File: src/rtl/clps_pkg.sv
// ----------------------------------------------------------------------------
// clps_pkg: shared types, codes and microcode for the print sequencer
// Holds the command and display-operation codes, the control word layout and
// the read-only microprogram that steps the datapath through each request.
// ----------------------------------------------------------------------------
package clps_pkg;

   localparam int DEFAULT_DISPLAY_COLS = 16;
   localparam int DEFAULT_DISPLAY_ROWS = 2;

   localparam logic [7:0] CHR_NUL   = 8'h00;
   localparam logic [7:0] CHR_NL    = 8'h0A;
   localparam logic [7:0] CHR_CR    = 8'h0D;
   localparam logic [7:0] CHR_SPACE = 8'h20;

   localparam logic [5:0] COL_MAX = 6'd63;

   typedef enum logic [1:0] {
      CMD_STRING    = 2'd0,
      CMD_STRING_AT = 2'd1,
      CMD_LINE      = 2'd2,
      CMD_CHAR      = 2'd3
   } cmd_type;

   typedef enum logic [1:0] {
      OP_CLEAR  = 2'd0,
      OP_CURSOR = 2'd1,
      OP_DATA   = 2'd2,
      OP_DONE   = 2'd3
   } op_type;

   typedef enum logic [3:0] {
      ACT_NONE,
      ACT_START,
      ACT_CLEAR,
      ACT_CURSOR_START,
      ACT_BUMP_IDX,
      ACT_DATA,
      ACT_NEWLINE,
      ACT_CR,
      ACT_PAD,
      ACT_DONE
   } act_type;

   typedef enum logic [3:0] {
      COND_NEVER,
      COND_ALWAYS,
      COND_NO_CLEAR,
      COND_PLAIN,
      COND_IDLE,
      COND_LINE,
      COND_CH_ZERO,
      COND_CH_NL,
      COND_CH_CR,
      COND_ROW_LAST,
      COND_IDX_FULL
   } cond_type;

   typedef logic [4:0] addr_type;

   // Program entry points and branch targets.
   localparam addr_type P_START = 5'd0;
   localparam addr_type P_POS   = 5'd2;
   localparam addr_type P_CHAR  = 5'd4;
   localparam addr_type P_NL    = 5'd10;
   localparam addr_type P_CR    = 5'd12;
   localparam addr_type P_DONE  = 5'd13;
   localparam addr_type P_LINE  = 5'd14;
   localparam addr_type P_LCHK  = 5'd18;
   localparam addr_type P_LCR   = 5'd20;
   localparam addr_type P_PAD   = 5'd21;
   localparam addr_type P_END   = 5'd23;

   typedef struct packed {
      act_type  act;
      cond_type cond;
      addr_type target;
      logic     fin;
   } uop_type;

   typedef struct packed {
      logic no_clear;
      logic plain;
      logic idle;
      logic line;
      logic ch_zero;
      logic ch_nl;
      logic ch_cr;
      logic row_last;
      logic idx_full;
   } flags_type;

   typedef struct packed {
      logic    busy;
      logic    step;
      act_type act;
      logic    fin;
   } ctrl_type;

   typedef struct packed {
      op_type     lcd_op;
      logic [7:0] data_byte;
      logic [1:0] row;
      logic [5:0] col;
   } result_type;

   typedef struct packed {
      logic       wants;
      result_type res;
   } emit_type;

   function automatic uop_type mk_uop(act_type act, cond_type cond, addr_type target,
                                      logic fin);
      uop_type u;
      u.act    = act;
      u.cond   = cond;
      u.target = target;
      u.fin    = fin;
      return u;
   endfunction

   // Each word performs its action, then branches to target when its
   // condition holds and falls through otherwise.
   function automatic uop_type ucode_word(addr_type pc);
      uop_type u;
      unique case (pc)
         5'd0:    u = mk_uop(ACT_START,        COND_NO_CLEAR, P_POS,  1'b0);
         5'd1:    u = mk_uop(ACT_CLEAR,        COND_NEVER,    P_END,  1'b0);
         5'd2:    u = mk_uop(ACT_NONE,         COND_PLAIN,    P_END,  1'b0);
         5'd3:    u = mk_uop(ACT_CURSOR_START, COND_ALWAYS,   P_END,  1'b0);
         5'd4:    u = mk_uop(ACT_NONE,         COND_IDLE,     P_END,  1'b0);
         5'd5:    u = mk_uop(ACT_NONE,         COND_LINE,     P_LINE, 1'b0);
         5'd6:    u = mk_uop(ACT_BUMP_IDX,     COND_CH_ZERO,  P_DONE, 1'b0);
         5'd7:    u = mk_uop(ACT_NONE,         COND_CH_NL,    P_NL,   1'b0);
         5'd8:    u = mk_uop(ACT_NONE,         COND_CH_CR,    P_CR,   1'b0);
         5'd9:    u = mk_uop(ACT_DATA,         COND_ALWAYS,   P_END,  1'b0);
         5'd10:   u = mk_uop(ACT_NONE,         COND_ROW_LAST, P_DONE, 1'b0);
         5'd11:   u = mk_uop(ACT_NEWLINE,      COND_ALWAYS,   P_END,  1'b0);
         5'd12:   u = mk_uop(ACT_CR,           COND_ALWAYS,   P_END,  1'b0);
         5'd13:   u = mk_uop(ACT_DONE,         COND_ALWAYS,   P_END,  1'b0);
         5'd14:   u = mk_uop(ACT_NONE,         COND_IDX_FULL, P_DONE, 1'b0);
         5'd15:   u = mk_uop(ACT_NONE,         COND_CH_ZERO,  P_PAD,  1'b0);
         5'd16:   u = mk_uop(ACT_BUMP_IDX,     COND_CH_CR,    P_LCR,  1'b0);
         5'd17:   u = mk_uop(ACT_DATA,         COND_NEVER,    P_END,  1'b0);
         5'd18:   u = mk_uop(ACT_NONE,         COND_IDX_FULL, P_DONE, 1'b0);
         5'd19:   u = mk_uop(ACT_NONE,         COND_ALWAYS,   P_END,  1'b0);
         5'd20:   u = mk_uop(ACT_CR,           COND_ALWAYS,   P_LCHK, 1'b0);
         5'd21:   u = mk_uop(ACT_NONE,         COND_IDX_FULL, P_DONE, 1'b0);
         5'd22:   u = mk_uop(ACT_PAD,          COND_ALWAYS,   P_PAD,  1'b0);
         5'd23:   u = mk_uop(ACT_NONE,         COND_NEVER,    P_END,  1'b1);
         default: u = mk_uop(ACT_NONE,         COND_NEVER,    P_END,  1'b1);
      endcase
      return u;
   endfunction

   function automatic logic act_emits(act_type act);
      logic e;
      unique case (act)
         ACT_CLEAR, ACT_CURSOR_START, ACT_DATA, ACT_NEWLINE,
         ACT_CR, ACT_PAD, ACT_DONE: e = 1'b1;
         default:                   e = 1'b0;
      endcase
      return e;
   endfunction

endpackage

File: src/rtl/char_lcd_print_sequencer.sv
// ----------------------------------------------------------------------------
// char_lcd_print_sequencer: text to character-display command sequencer
// Turns start and character requests into clear, set-cursor, data-write and
// done commands for a character display of DISPLAY_COLS by DISPLAY_ROWS.
// ----------------------------------------------------------------------------
// A start request (plain string, string at row and column, or whole line)
// optionally emits a clear when csr_wr_data was last written as 1, and the
// positioned and line modes then emit a set-cursor. Each character request
// emits one data write, a cursor move for newline or carriage return, or done;
// line mode pads with spaces to DISPLAY_COLS and ends there. The rsp_last_result
// bit marks the final command of each request, and requests that produce no
// command (a plain start without clear, a character while idle) give no
// response at all. Control comes from a microcode table stepped once per
// clock unless stalled, so one request occupies the block until its program
// reaches its final step; line padding emits one space per padded column. A
// finished command sits in the output register while the next request is
// accepted; the sequencer only stalls when a held command must move on (a
// second command is ready or the program ends) and the output is still full.
// ----------------------------------------------------------------------------
module char_lcd_print_sequencer #(
   parameter int DISPLAY_COLS = clps_pkg::DEFAULT_DISPLAY_COLS,
   parameter int DISPLAY_ROWS = clps_pkg::DEFAULT_DISPLAY_ROWS
) (
   input  logic       clock,
   input  logic       reset,
   // Configuration: auto clear enable.
   input  logic       csr_wr_en,
   input  logic       csr_wr_data,
   // Request channel.
   input  logic       req_valid,
   output logic       req_ready,
   input  logic [1:0] req_command,
   input  logic [1:0] req_start_row,
   input  logic [5:0] req_start_col,
   input  logic [7:0] req_char_code,
   // Response channel.
   output logic       rsp_valid,
   input  logic       rsp_ready,
   output logic [1:0] rsp_lcd_op,
   output logic [7:0] rsp_data_byte,
   output logic [1:0] rsp_cursor_row_out,
   output logic [5:0] rsp_cursor_col_out,
   output logic       rsp_last_result
);
   import clps_pkg::*;

   ctrl_type   ctrl;
   flags_type  flags;
   emit_type   emit;
   result_type rsp_res;
   logic       stall;
   logic       req_accept;

   // A new request is taken only once the previous program has finished.
   assign req_ready  = !ctrl.busy;
   assign req_accept = req_valid && req_ready;

   clps_ucode u_ucode (
      .clock       (clock),
      .reset       (reset),
      .req_accept  (req_accept),
      .req_command (req_command),
      .flags       (flags),
      .stall       (stall),
      .ctrl        (ctrl)
   );

   clps_datapath #(
      .DISPLAY_COLS (DISPLAY_COLS),
      .DISPLAY_ROWS (DISPLAY_ROWS)
   ) u_datapath (
      .clock         (clock),
      .reset         (reset),
      .csr_wr_en     (csr_wr_en),
      .csr_wr_data   (csr_wr_data),
      .req_accept    (req_accept),
      .req_command   (req_command),
      .req_start_row (req_start_row),
      .req_start_col (req_start_col),
      .req_char_code (req_char_code),
      .ctrl          (ctrl),
      .flags         (flags),
      .emit          (emit)
   );

   clps_out_stage u_out_stage (
      .clock     (clock),
      .reset     (reset),
      .ctrl      (ctrl),
      .emit      (emit),
      .stall     (stall),
      .rsp_ready (rsp_ready),
      .rsp_valid (rsp_valid),
      .rsp_res   (rsp_res),
      .rsp_last  (rsp_last_result)
   );

   assign rsp_lcd_op         = rsp_res.lcd_op;
   assign rsp_data_byte      = rsp_res.data_byte;
   assign rsp_cursor_row_out = rsp_res.row;
   assign rsp_cursor_col_out = rsp_res.col;

endmodule

File: src/rtl/clps_ucode.sv
// ----------------------------------------------------------------------------
// clps_ucode: microprogram sequencer
// Holds the step counter, reads the control word from the microcode table and
// resolves conditional branches against the datapath flags.
// ----------------------------------------------------------------------------
module clps_ucode (
   input  logic                clock,
   input  logic                reset,
   input  logic                req_accept,
   input  logic [1:0]          req_command,
   input  clps_pkg::flags_type flags,
   input  logic                stall,
   output clps_pkg::ctrl_type  ctrl
);
   import clps_pkg::*;

   addr_type pc_ff, pc_in;
   logic     busy_ff, busy_in;
   uop_type  uop;
   logic     cond_true;
   logic     step;

   assign uop  = ucode_word(pc_ff);
   assign step = busy_ff && !stall;

   always_comb begin
      unique case (uop.cond)
         COND_NEVER:    cond_true = 1'b0;
         COND_ALWAYS:   cond_true = 1'b1;
         COND_NO_CLEAR: cond_true = flags.no_clear;
         COND_PLAIN:    cond_true = flags.plain;
         COND_IDLE:     cond_true = flags.idle;
         COND_LINE:     cond_true = flags.line;
         COND_CH_ZERO:  cond_true = flags.ch_zero;
         COND_CH_NL:    cond_true = flags.ch_nl;
         COND_CH_CR:    cond_true = flags.ch_cr;
         COND_ROW_LAST: cond_true = flags.row_last;
         COND_IDX_FULL: cond_true = flags.idx_full;
         default:       cond_true = 1'b0;
      endcase
   end

   always_comb begin
      pc_in   = pc_ff;
      busy_in = busy_ff;
      if (req_accept) begin
         busy_in = 1'b1;
         pc_in   = (cmd_type'(req_command) == CMD_CHAR) ? P_CHAR : P_START;
      end else if (step) begin
         if (uop.fin) begin
            busy_in = 1'b0;
         end else if (cond_true) begin
            pc_in = uop.target;
         end else begin
            pc_in = pc_ff + 5'd1;
         end
      end
   end

   always_ff @(posedge clock) begin
      if (reset) begin
         pc_ff   <= P_START;
         busy_ff <= 1'b0;
      end else begin
         pc_ff   <= pc_in;
         busy_ff <= busy_in;
      end
   end

   assign ctrl.busy = busy_ff;
   assign ctrl.step = step;
   assign ctrl.act  = uop.act;
   assign ctrl.fin  = uop.fin;

   a_pc_in_program: assert property (@(posedge clock) disable iff (reset)
      busy_ff |-> pc_ff <= P_END)
      else $error("step counter left the microprogram");

   a_fin_ends_run: assert property (@(posedge clock) disable iff (reset)
      step && uop.fin |=> !busy_ff)
      else $error("sequencer still busy after final step");

endmodule

File: src/rtl/clps_datapath.sv
// ----------------------------------------------------------------------------
// clps_datapath: print state and command formation
// Keeps the print mode, cursor position and character count, executes the
// action of each control word and forms the display command it emits.
// ----------------------------------------------------------------------------
module clps_datapath #(
   parameter int DISPLAY_COLS = clps_pkg::DEFAULT_DISPLAY_COLS,
   parameter int DISPLAY_ROWS = clps_pkg::DEFAULT_DISPLAY_ROWS
) (
   input  logic                clock,
   input  logic                reset,
   input  logic                csr_wr_en,
   input  logic                csr_wr_data,
   input  logic                req_accept,
   input  logic [1:0]          req_command,
   input  logic [1:0]          req_start_row,
   input  logic [5:0]          req_start_col,
   input  logic [7:0]          req_char_code,
   input  clps_pkg::ctrl_type  ctrl,
   output clps_pkg::flags_type flags,
   output clps_pkg::emit_type  emit
);
   import clps_pkg::*;

   // Latched request payload.
   cmd_type    cmd_ff;
   logic [1:0] srow_ff;
   logic [5:0] scol_ff;
   logic [7:0] ch_ff;

   logic       clear_en_ff;
   cmd_type    mode_ff, mode_in;
   logic       active_ff, active_in;
   logic [5:0] idx_ff, idx_in;
   logic [1:0] row_ff, row_in;
   logic [5:0] col_ff, col_in;

   logic [7:0] ch_resolved;
   logic [5:0] idx_inc;
   logic [5:0] col_inc;
   logic [5:0] start_col;

   // Line mode writes a newline as a space; other modes branch away first.
   assign ch_resolved = (ch_ff == CHR_NL) ? CHR_SPACE : ch_ff;
   assign idx_inc     = (idx_ff != COL_MAX) ? idx_ff + 6'd1 : idx_ff;
   assign col_inc     = (col_ff != COL_MAX) ? col_ff + 6'd1 : col_ff;
   assign start_col   = (cmd_ff == CMD_STRING_AT) ? scol_ff : 6'd0;

   assign flags.no_clear = !clear_en_ff;
   assign flags.plain    = (cmd_ff == CMD_STRING);
   assign flags.idle     = !active_ff;
   assign flags.line     = (mode_ff == CMD_LINE);
   assign flags.ch_zero  = (ch_ff == CHR_NUL);
   assign flags.ch_nl    = (ch_ff == CHR_NL);
   assign flags.ch_cr    = (ch_ff == CHR_CR);
   assign flags.row_last = ({1'b0, row_ff} + 3'd1) >= 3'(DISPLAY_ROWS);
   assign flags.idx_full = {1'b0, idx_ff} >= 7'(DISPLAY_COLS);

   always_comb begin
      emit.wants         = act_emits(ctrl.act);
      emit.res.lcd_op    = OP_DONE;
      emit.res.data_byte = 8'd0;
      emit.res.row       = 2'd0;
      emit.res.col       = 6'd0;
      unique case (ctrl.act)
         ACT_CLEAR: begin
            emit.res.lcd_op = OP_CLEAR;
         end
         ACT_CURSOR_START: begin
            emit.res.lcd_op = OP_CURSOR;
            emit.res.row    = srow_ff;
            emit.res.col    = start_col;
         end
         ACT_NEWLINE: begin
            emit.res.lcd_op = OP_CURSOR;
            emit.res.row    = row_ff + 2'd1;
         end
         ACT_CR: begin
            emit.res.lcd_op = OP_CURSOR;
            emit.res.row    = row_ff;
         end
         ACT_DATA: begin
            emit.res.lcd_op    = OP_DATA;
            emit.res.data_byte = ch_resolved;
         end
         ACT_PAD: begin
            emit.res.lcd_op    = OP_DATA;
            emit.res.data_byte = CHR_SPACE;
         end
         default: begin
            emit.res.lcd_op = OP_DONE;
         end
      endcase
   end

   always_comb begin
      mode_in   = mode_ff;
      active_in = active_ff;
      idx_in    = idx_ff;
      row_in    = row_ff;
      col_in    = col_ff;
      if (ctrl.step) begin
         unique case (ctrl.act)
            ACT_START: begin
               mode_in   = cmd_ff;
               active_in = 1'b1;
               idx_in    = 6'd0;
            end
            ACT_CLEAR: begin
               row_in = 2'd0;
               col_in = 6'd0;
            end
            ACT_CURSOR_START: begin
               row_in = srow_ff;
               col_in = start_col;
            end
            ACT_BUMP_IDX: begin
               idx_in = idx_inc;
            end
            ACT_DATA: begin
               col_in = col_inc;
            end
            ACT_NEWLINE: begin
               row_in = row_ff + 2'd1;
               col_in = 6'd0;
            end
            ACT_CR: begin
               col_in = 6'd0;
            end
            ACT_PAD: begin
               idx_in = idx_inc;
               col_in = col_inc;
            end
            ACT_DONE: begin
               active_in = 1'b0;
            end
            default: begin
               active_in = active_ff;
            end
         endcase
      end
   end

   always_ff @(posedge clock) begin
      if (reset) begin
         clear_en_ff <= 1'b0;
         mode_ff     <= CMD_STRING;
         active_ff   <= 1'b0;
         idx_ff      <= 6'd0;
         row_ff      <= 2'd0;
         col_ff      <= 6'd0;
      end else begin
         if (csr_wr_en) begin
            clear_en_ff <= csr_wr_data;
         end
         mode_ff   <= mode_in;
         active_ff <= active_in;
         idx_ff    <= idx_in;
         row_ff    <= row_in;
         col_ff    <= col_in;
      end
   end

   always_ff @(posedge clock) begin
      if (req_accept) begin
         cmd_ff  <= cmd_type'(req_command);
         srow_ff <= req_start_row;
         scol_ff <= req_start_col;
         ch_ff   <= req_char_code;
      end
   end

endmodule

File: src/rtl/clps_out_stage.sv
// ----------------------------------------------------------------------------
// clps_out_stage: result holding and output register
// Holds the newest command until the next one or the end of the program shows
// whether it is the last of its request, then hands it to the output register.
// ----------------------------------------------------------------------------
module clps_out_stage (
   input  logic               clock,
   input  logic               reset,
   input  clps_pkg::ctrl_type ctrl,
   input  clps_pkg::emit_type emit,
   output logic               stall,
   input  logic               rsp_ready,
   output logic               rsp_valid,
   output clps_pkg::result_type rsp_res,
   output logic               rsp_last
);
   import clps_pkg::*;

   result_type pend_ff;
   logic       pend_valid_ff, pend_valid_in;
   result_type out_ff;
   logic       out_last_ff;
   logic       out_valid_ff, out_valid_in;
   logic       out_free;
   logic       need_move;
   logic       move;

   assign out_free  = !out_valid_ff || rsp_ready;
   assign need_move = pend_valid_ff && ctrl.busy && (emit.wants || ctrl.fin);
   assign stall     = need_move && !out_free;
   assign move      = ctrl.step && need_move;

   always_comb begin
      pend_valid_in = pend_valid_ff;
      if (ctrl.step && emit.wants) begin
         pend_valid_in = 1'b1;
      end else if (ctrl.step && ctrl.fin) begin
         pend_valid_in = 1'b0;
      end
      if (move) begin
         out_valid_in = 1'b1;
      end else if (rsp_ready) begin
         out_valid_in = 1'b0;
      end else begin
         out_valid_in = out_valid_ff;
      end
   end

   always_ff @(posedge clock) begin
      if (reset) begin
         pend_valid_ff <= 1'b0;
         out_valid_ff  <= 1'b0;
      end else begin
         pend_valid_ff <= pend_valid_in;
         out_valid_ff  <= out_valid_in;
      end
   end

   always_ff @(posedge clock) begin
      if (ctrl.step && emit.wants) begin
         pend_ff <= emit.res;
      end
      if (move) begin
         out_ff      <= pend_ff;
         out_last_ff <= ctrl.fin;
      end
   end

   assign rsp_valid = out_valid_ff;
   assign rsp_res   = out_ff;
   assign rsp_last  = out_last_ff;

   a_no_overwrite: assert property (@(posedge clock) disable iff (reset)
      move |-> out_free)
      else $error("held result moved into a full output register");

   a_idle_empty: assert property (@(posedge clock) disable iff (reset)
      !ctrl.busy |-> !pend_valid_ff)
      else $error("result left behind after the program ended");

endmodule
File: config.mk
export PLATFORM = sky130hd
export DESIGN_NAME = char_lcd_print_sequencer
export DESIGN_NICKNAME = d
export VERILOG_FILES = /design/src/rtl/clps_pkg.sv /design/src/rtl/char_lcd_print_sequencer.sv /design/src/rtl/clps_ucode.sv /design/src/rtl/clps_datapath.sv /design/src/rtl/clps_out_stage.sv
export SDC_FILE = /design/constraint.sdc
export NUM_CORES = 1
export LEC_CHECK = 0
export BUFFER_PORTS_ARGS = -buffer_cell sky130_fd_sc_hd__buf_4
export CAP_MARGIN = 20
export CORE_MARGIN = 1.5
export CORE_UTILIZATION = 63
export DETAILED_ROUTE_END_ITERATION = 6
export GPL_TIMING_DRIVEN = 0
export PLACE_DENSITY = 0.85
export SLEW_MARGIN = 20
export SYNTH_ARGS = -nofsm -noshare
export SYNTH_HDL_FRONTEND = slang
export SYNTH_HIERARCHICAL = 1
export SYNTH_SLANG_ARGS = --single-unit
File: constraint.sdc
create_clock -name clock -period 6 [get_ports clock]
set_input_delay 1.2 -clock clock [delete_from_list [all_inputs] [get_ports clock]]
set_output_delay 1.2 -clock clock [all_outputs]
set_load 0.02 [all_outputs]
# Word level (Yosys, flattened, before mapping)

Memories as Yosys holds them, arrays and structs flattened. A register that Yosys moved wholly into a read port is not among the register bits.
Index checks and enable logic that the tools add are counted.

Output and inout bits: 21
Word-level logic and storage cells: 116
Input port bits: 24
Flip-flop bits (word level): 75
Memories: 1
Bits in read-only memories: 448

Equal/unequal tests: 27
Magnitude comparators: 2
Reductions and logical operators: 36
Multiplexer cells: 24
Add/subtract/negate cells: 4

Memory list:

| memory           | words | bits a word | read ports | clocked after Yosys merged registers in | wr ports | RTL line        | RTL |
|---|---|---|---|---|---|---|---|
| (name not given) | 32    | 14          | 1          | 1                                       | 0        | clps_pkg.sv:126 | `unique case (pc)` |

Operators by type and width:

| operator              | number |
|---|---|
| $eq A4 B3 Y1 const B  | 8 |
| $mux W5               | 6 |
| $eq A4 B4 Y1 const B  | 5 |
| $pmux W2 S3           | 3 |
| $eq A4 B2 Y1 const B  | 4 |
| $eq A8 B4 Y1 const B  | 2 |
| $pmux W8 S2           | 1 |
| $pmux W6 S2           | 1 |
| $reduce_and A2 Y1     | 6 |
| $reduce_bool A2 Y1    | 6 |
| $pmux W1 S10          | 1 |
| $eq A4 B1 Y1 const B  | 2 |
| $logic_and A1 B1 Y1   | 8 |
| $logic_not A8 Y1      | 1 |
| $mux W1               | 8 |
| $mux W8               | 1 |
| $reduce_or A7 Y1      | 1 |
| $add A6 B1 Y6 const B | 1 |
| $ge A6 B5 Y1 const B  | 1 |
| $logic_not A1 Y1      | 6 |
| $mux W6               | 1 |
| $ne A6 B6 Y1 const B  | 1 |
| $add A5 B1 Y5 const B | 1 |
| $eq A2 B2 Y1 const B  | 2 |
| other kinds (14)      | 16 |

# Logic depth before layout (Yosys ltp)

Word-level depth: 12
Mapped depth: 17
Depth with buffers taken out: 14

# Hierarchy

Netlist, hierarchy kept.

Modules (own cells, without submodules):

| module                   | times used | area an instance (sq um) | cells each |
|---|---|---|---|
| clps_datapath            | 1          | 1508.9                   | 148 |
| clps_ucode               | 1          | 1446.4                   | 178 |
| clps_out_stage           | 1          | 1219.9                   | 49 |
| char_lcd_print_sequencer | 1          | 10.0                     | 2 |

# Worst setup path before layout

OpenSTA, ideal clock, no wires.

Path type: in2reg
From: input port req_valid
To: register, netlist name u_ucode/uop[5]
Setup time: 116 ps
Stages on the path: 10
Buffers on the path: 0
Arrival: 3584 ps
Data required time: 5884 ps
Slack: 2300 ps
Cell sequence: nor2b_1 nor2_1 o21ai_0 a21oi_1 inv_1 ha_1 inv_1 nand2_1 o21ai_0 o211a_1

Cells in the longest elaborated chain, start to end: 5
Elaborated cells between the ends (all ways): 7
Those cells by class: eq/ne: 1; mux: 3; reduce/logical: 3

RTL lines:

| item                                                                | RTL line                       | RTL |
|---|---|---|
| start: declaration                                                  | char_lcd_print_sequencer.sv:30 | `input logic req_valid,` |
| $logic_and A1 B1 Y1 *                                               | char_lcd_print_sequencer.sv:56 | `assign req_accept = req_valid && req_ready;` |
| $ne A2 B2 Y1 (no source line) or $reduce_bool A2 Y1 (tied branches) | -                              |  |
| $reduce_and A2 Y1 (no source line)                                  | -                              |  |
| $mux W5 (no source line) * (2 in a row)                             | -                              |  |

Mark *: on every way between the ends. The rest lies on a longest branch, timed or not.
A chain may end at the register's enable or synchronous reset.

==> impl_metrics.yaml <==
run_status:
  outcome: "complete, no violations"
place:
  placement.io_buffers: 44
  detailedPlacementHpwl_um: 6090
  place_congestion: 0.881
  dp_worst_setup_slack_ps: 1930
setup_path:
  worstPathCellList: "buf_4 -> buf_2 -> inv_1 -> nand2_1 -> o22ai_1 -> o211ai_2 -> nor2_1 -> or3b_1 -> clkbuf_1 -> a31oi_1 -> a21oi_1 -> inv_1 -> ha_1 -> inv_1 -> a22oi_1 -> a31oi_1 -> o211ai_1"
  critPathMostFrequentCell: "sky130_fd_sc_hd__inv_1"
  crit_path_max_incr_delay_ps: 540
  worst_ep_arrival_time_ps: 4070
  startpoint_type_of_the_worst_setup_path: "flip-flop"
  slowest_cell_on_the_critical_path: "sky130_fd_sc_hd__a21oi_1"
  criticalPathCategory: "reg -> reg"
  worstPathMaxFanout: 10
  cp_data_required_time_ps: 6220
  setup.worst_path.end_class: "flip-flop"
drt:
  final_antenna_net_count: 0
  total_iterations_of_the_first_detailed_routing_run: 5
  via_count: 3049
  avgRoutedWirePerCell_um: 16.5
  drt_wl_total_um: 8460
  drt_drc_violations_left: 0
  drt_iter0_markers: 191
  avgViaCountPerCell: 5.93
yosys:
  synth.net_count: 412
  yosysSeqAreaShare_pct: 55.7
  synth_largest_area_cell: "sky130_fd_sc_hd__edfxtp_1"
  synth_async_reset_ratio_pct: 0
  syn-cell-area_um2: 4190
  synth-main-ff-cell: "sky130_fd_sc_hd__edfxtp_1"
  number_of_enable_flip_flop_cells_after_synthesis: 55
  ys_ff_latch: 89
  syn_area_per_cell_um2: 11.1
  post-synth-top-area-fraction_pct: 39.5
  synth_cell_type_count: 73
  yosys-top-cells-area: "sky130_fd_sc_hd__edfxtp_1 39%, sky130_fd_sc_hd__dfxtp_1 16%, sky130_fd_sc_hd__ha_1 3.3%, sky130_fd_sc_hd__nor2_1 3.0%, sky130_fd_sc_hd__a21oi_1 2.5%"
  synthCells: 377
  yosys_synthesis_warning_count: 6
sta:
  grt_setup_unrepaired: "no"
  max_slew_headroom_at_the_worst_pin_pct: 39.1
  maxSlewViolCount: 0
  worst-slew-pin-transition_ps: 913
  setup_total_negative_slack_ps: 0
  achievable-frequency_mhz: 260
  clock_skew_ps: 15.8
  setup_viol_count_final: 0
  report.final.hold_viol_count: 0
  final_worst_path_setup_slack_ps: 2160
  fin_crit_ps: 3840
  timing.final.crit_share_pct: 64.0
pwr:
  leakagePower_nw: 1.83
  power-per-cell-area_nw_per_um2: 319
  vdd_drop_max_v: 0.000275
final_layout:
  areaGrowthSynthToFinish_pct: 15.2
  diodes: 0
  final_common_cell: "sky130_fd_sc_hd__edfxtp_1"
  drive_gt1_share_pct: 23.1
  final_cell_mix: "55 x sky130_fd_sc_hd__edfxtp_1, 52 x sky130_fd_sc_hd__buf_4, 34 x sky130_fd_sc_hd__dfxtp_1"
  seqCellArea_um2: 2330
  final_net_count: 467
  layout.filler_cells: 440
  total_area_of_multi_input_combinational_cells_um2: 1680
clock_network:
  cts.path.max_buffers: 2
  clk-insertion-delay-late_ps: 360
  cts_hold_repair.buffers: 0
  path_clk_slew_ps: 80
  root_buffer: "sky130_fd_sc_hd__clkbuf_8"
  cts_setup_buffers: 0
  numCtsBuffers: 9
  postCtsResizedCells: 0
  cts_tree: "yes"
  cts_htree_levels: 3
  clock-sinks: 89
worst_hold_path:
  timing.hold.worst.class: "reg -> reg"
die:
  start_util_pct: 65.5
  row_count: 29
  io-pin-count: 45
  fp.coreArea_um2: 6390
  fp.dieArea_um2: 7140
  dieWidth_um: 84.5
  die_height_um: 84.5
global_routing:
  antenna_found_initial: 0
  pin_count_of_the_biggest_net_entering_global_routing: 26
  grt_pass1_wl_um: 13500
  track_usage_pct: 24.4
  globalRoute.totalOverflow: 0
  grt_pass1_vias: 2836
run:
  maxCapViolCount: 0
-- metal layers --
layer / vias up / wire length (um) / GRT usage, % / part of all wire, %
li1: 1493 / - / - / -
met1: 1422 / 3470 / 29.3 / 41
met2: 118 / 4370 / 42.8 / 52
met3: 16 / 484 / 5.01 / 5.7
met4: 0 / 143 / 9.97 / 1.7
met5: - / 0 / 0 / 0
-- cell type report --
cell class / instances / share of cell area (%)
buffer: 16 / 2.13
inverter: 22 / 1.76
multi-input combinational: 250 / 34.7
tap: 77 / 2.00
sequential: 89 / 48.4
clock inverter: 6 / 1.50
clock buffer: 10 / 2.65
timing repair buffer: 44 / 6.85
-- critical path, delay by kind of cell (launching register included) --
| kind | cells | cell delay (ps) |
|---|---|---|
| compound gates | 7 | 1480 |
| buf+inv | 6 | 1070 |
| simple gates | 3 | 510 |
| fa+ha+maj | 1 | 340 |
| flops | 1 | 300 |
-- state kept, by name (all words and copies together), names as in the netlist --
| name | cells |
|---|---|
| u_out_stage/pend_ff | 18 |
| u_out_stage/rsp_res | 18 |
| u_ucode/uop | 14 |
| u_datapath/ch_ff | 8 |
| u_datapath/idx_ff | 6 |
| u_datapath/scol_ff | 6 |
| u_ucode/pc_ff | 5 |
| u_datapath/cmd_ff | 2 |
| u_datapath/mode_ff | 2 |
| u_datapath/row_ff | 2 |
| u_datapath/srow_ff | 2 |
| u_datapath/active_ff | 1 |
| u_datapath/clear_en_ff | 1 |
| u_out_stage/pend_valid_ff | 1 |
| u_out_stage/rsp_last | 1 |
| u_out_stage/rsp_valid | 1 |
| u_ucode/busy_ff | 1 |
-- synth_stat cells (5+ instances only) --
library cell               instances
sky130_fd_sc_hd__nor3_1            8
sky130_fd_sc_hd__a211oi_1          5
sky130_fd_sc_hd__and2_1           14
sky130_fd_sc_hd__nand2b_1          8
sky130_fd_sc_hd__o21ai_0          10
sky130_fd_sc_hd__nand2_1          24
sky130_fd_sc_hd__dfxtp_1          34
sky130_fd_sc_hd__nor2b_1           7
sky130_fd_sc_hd__a21oi_1          21
sky130_fd_sc_hd__nor2_1           33
sky130_fd_sc_hd__inv_1            19
sky130_fd_sc_hd__edfxtp_1         55
sky130_fd_sc_hd__ha_1             11
sky130_fd_sc_hd__a22oi_1           5
sky130_fd_sc_hd__nand3_1           9
sky130_fd_sc_hd__a31oi_1           5
sky130_fd_sc_hd__nand3b_1         10
sky130_fd_sc_hd__buf_4             8
-- power by group --
part           total (mW)  internal [mW]  leakage, nW  switching, mW
combinational       0.379          0.153        0.959          0.226
sequential          0.746          0.713        0.770         0.0335
clock               0.412          0.198       0.0979          0.215
total                1.54           1.06         1.83          0.474
-- worst paths after layout --
check	endpoint	slack [ps]	from	cells past startpoint
max	u_ucode/uop[12]$_DFF_P_	2160	u_ucode/uop[12]$_DFF_P_	17
min reg2reg	u_out_stage/rsp_res[8]$_DFFE_PP_	420	u_out_stage/pend_ff[8]$_DFFE_PP_	0
max reg2reg	u_ucode/uop[12]$_DFF_P_	2160	u_ucode/uop[12]$_DFF_P_	17
min	u_out_stage/rsp_res[8]$_DFFE_PP_	420	u_out_stage/pend_ff[8]$_DFFE_PP_	0
-- per-stage QoR --
stage,area [um2],util (%),cells,power [mW],hold WS (ps)
after floorplan,4190,-,377,1.04,400
after global placement,4610,72.2,498,1.12,401
after detailed placement,4620,72.4,498,1.13,405
after CTS,4820,75.5,514,1.54,425
after global routing,4820,75.5,514,1.61,428
final,4820,75.5,514,1.54,423
-- cell families after synthesis --
| logic type | Yosys count | synth area share, % |
|---|---|---|
| adder cells (fa/ha/maj) | 11 | 3.29 |
| flip-flops | 89 | 55.7 |
| XOR/XNOR | 3 | 0.807 |
| AO/OA/AOI/OAI | 89 | 15.3 |
| AND/OR/NAND/NOR | 140 | 18.6 |
| multiplexers | 7 | 1.76 |
| buffers and inverters | 38 | 4.48 |
No activity file was read; power rests on OpenSTA's default activity.
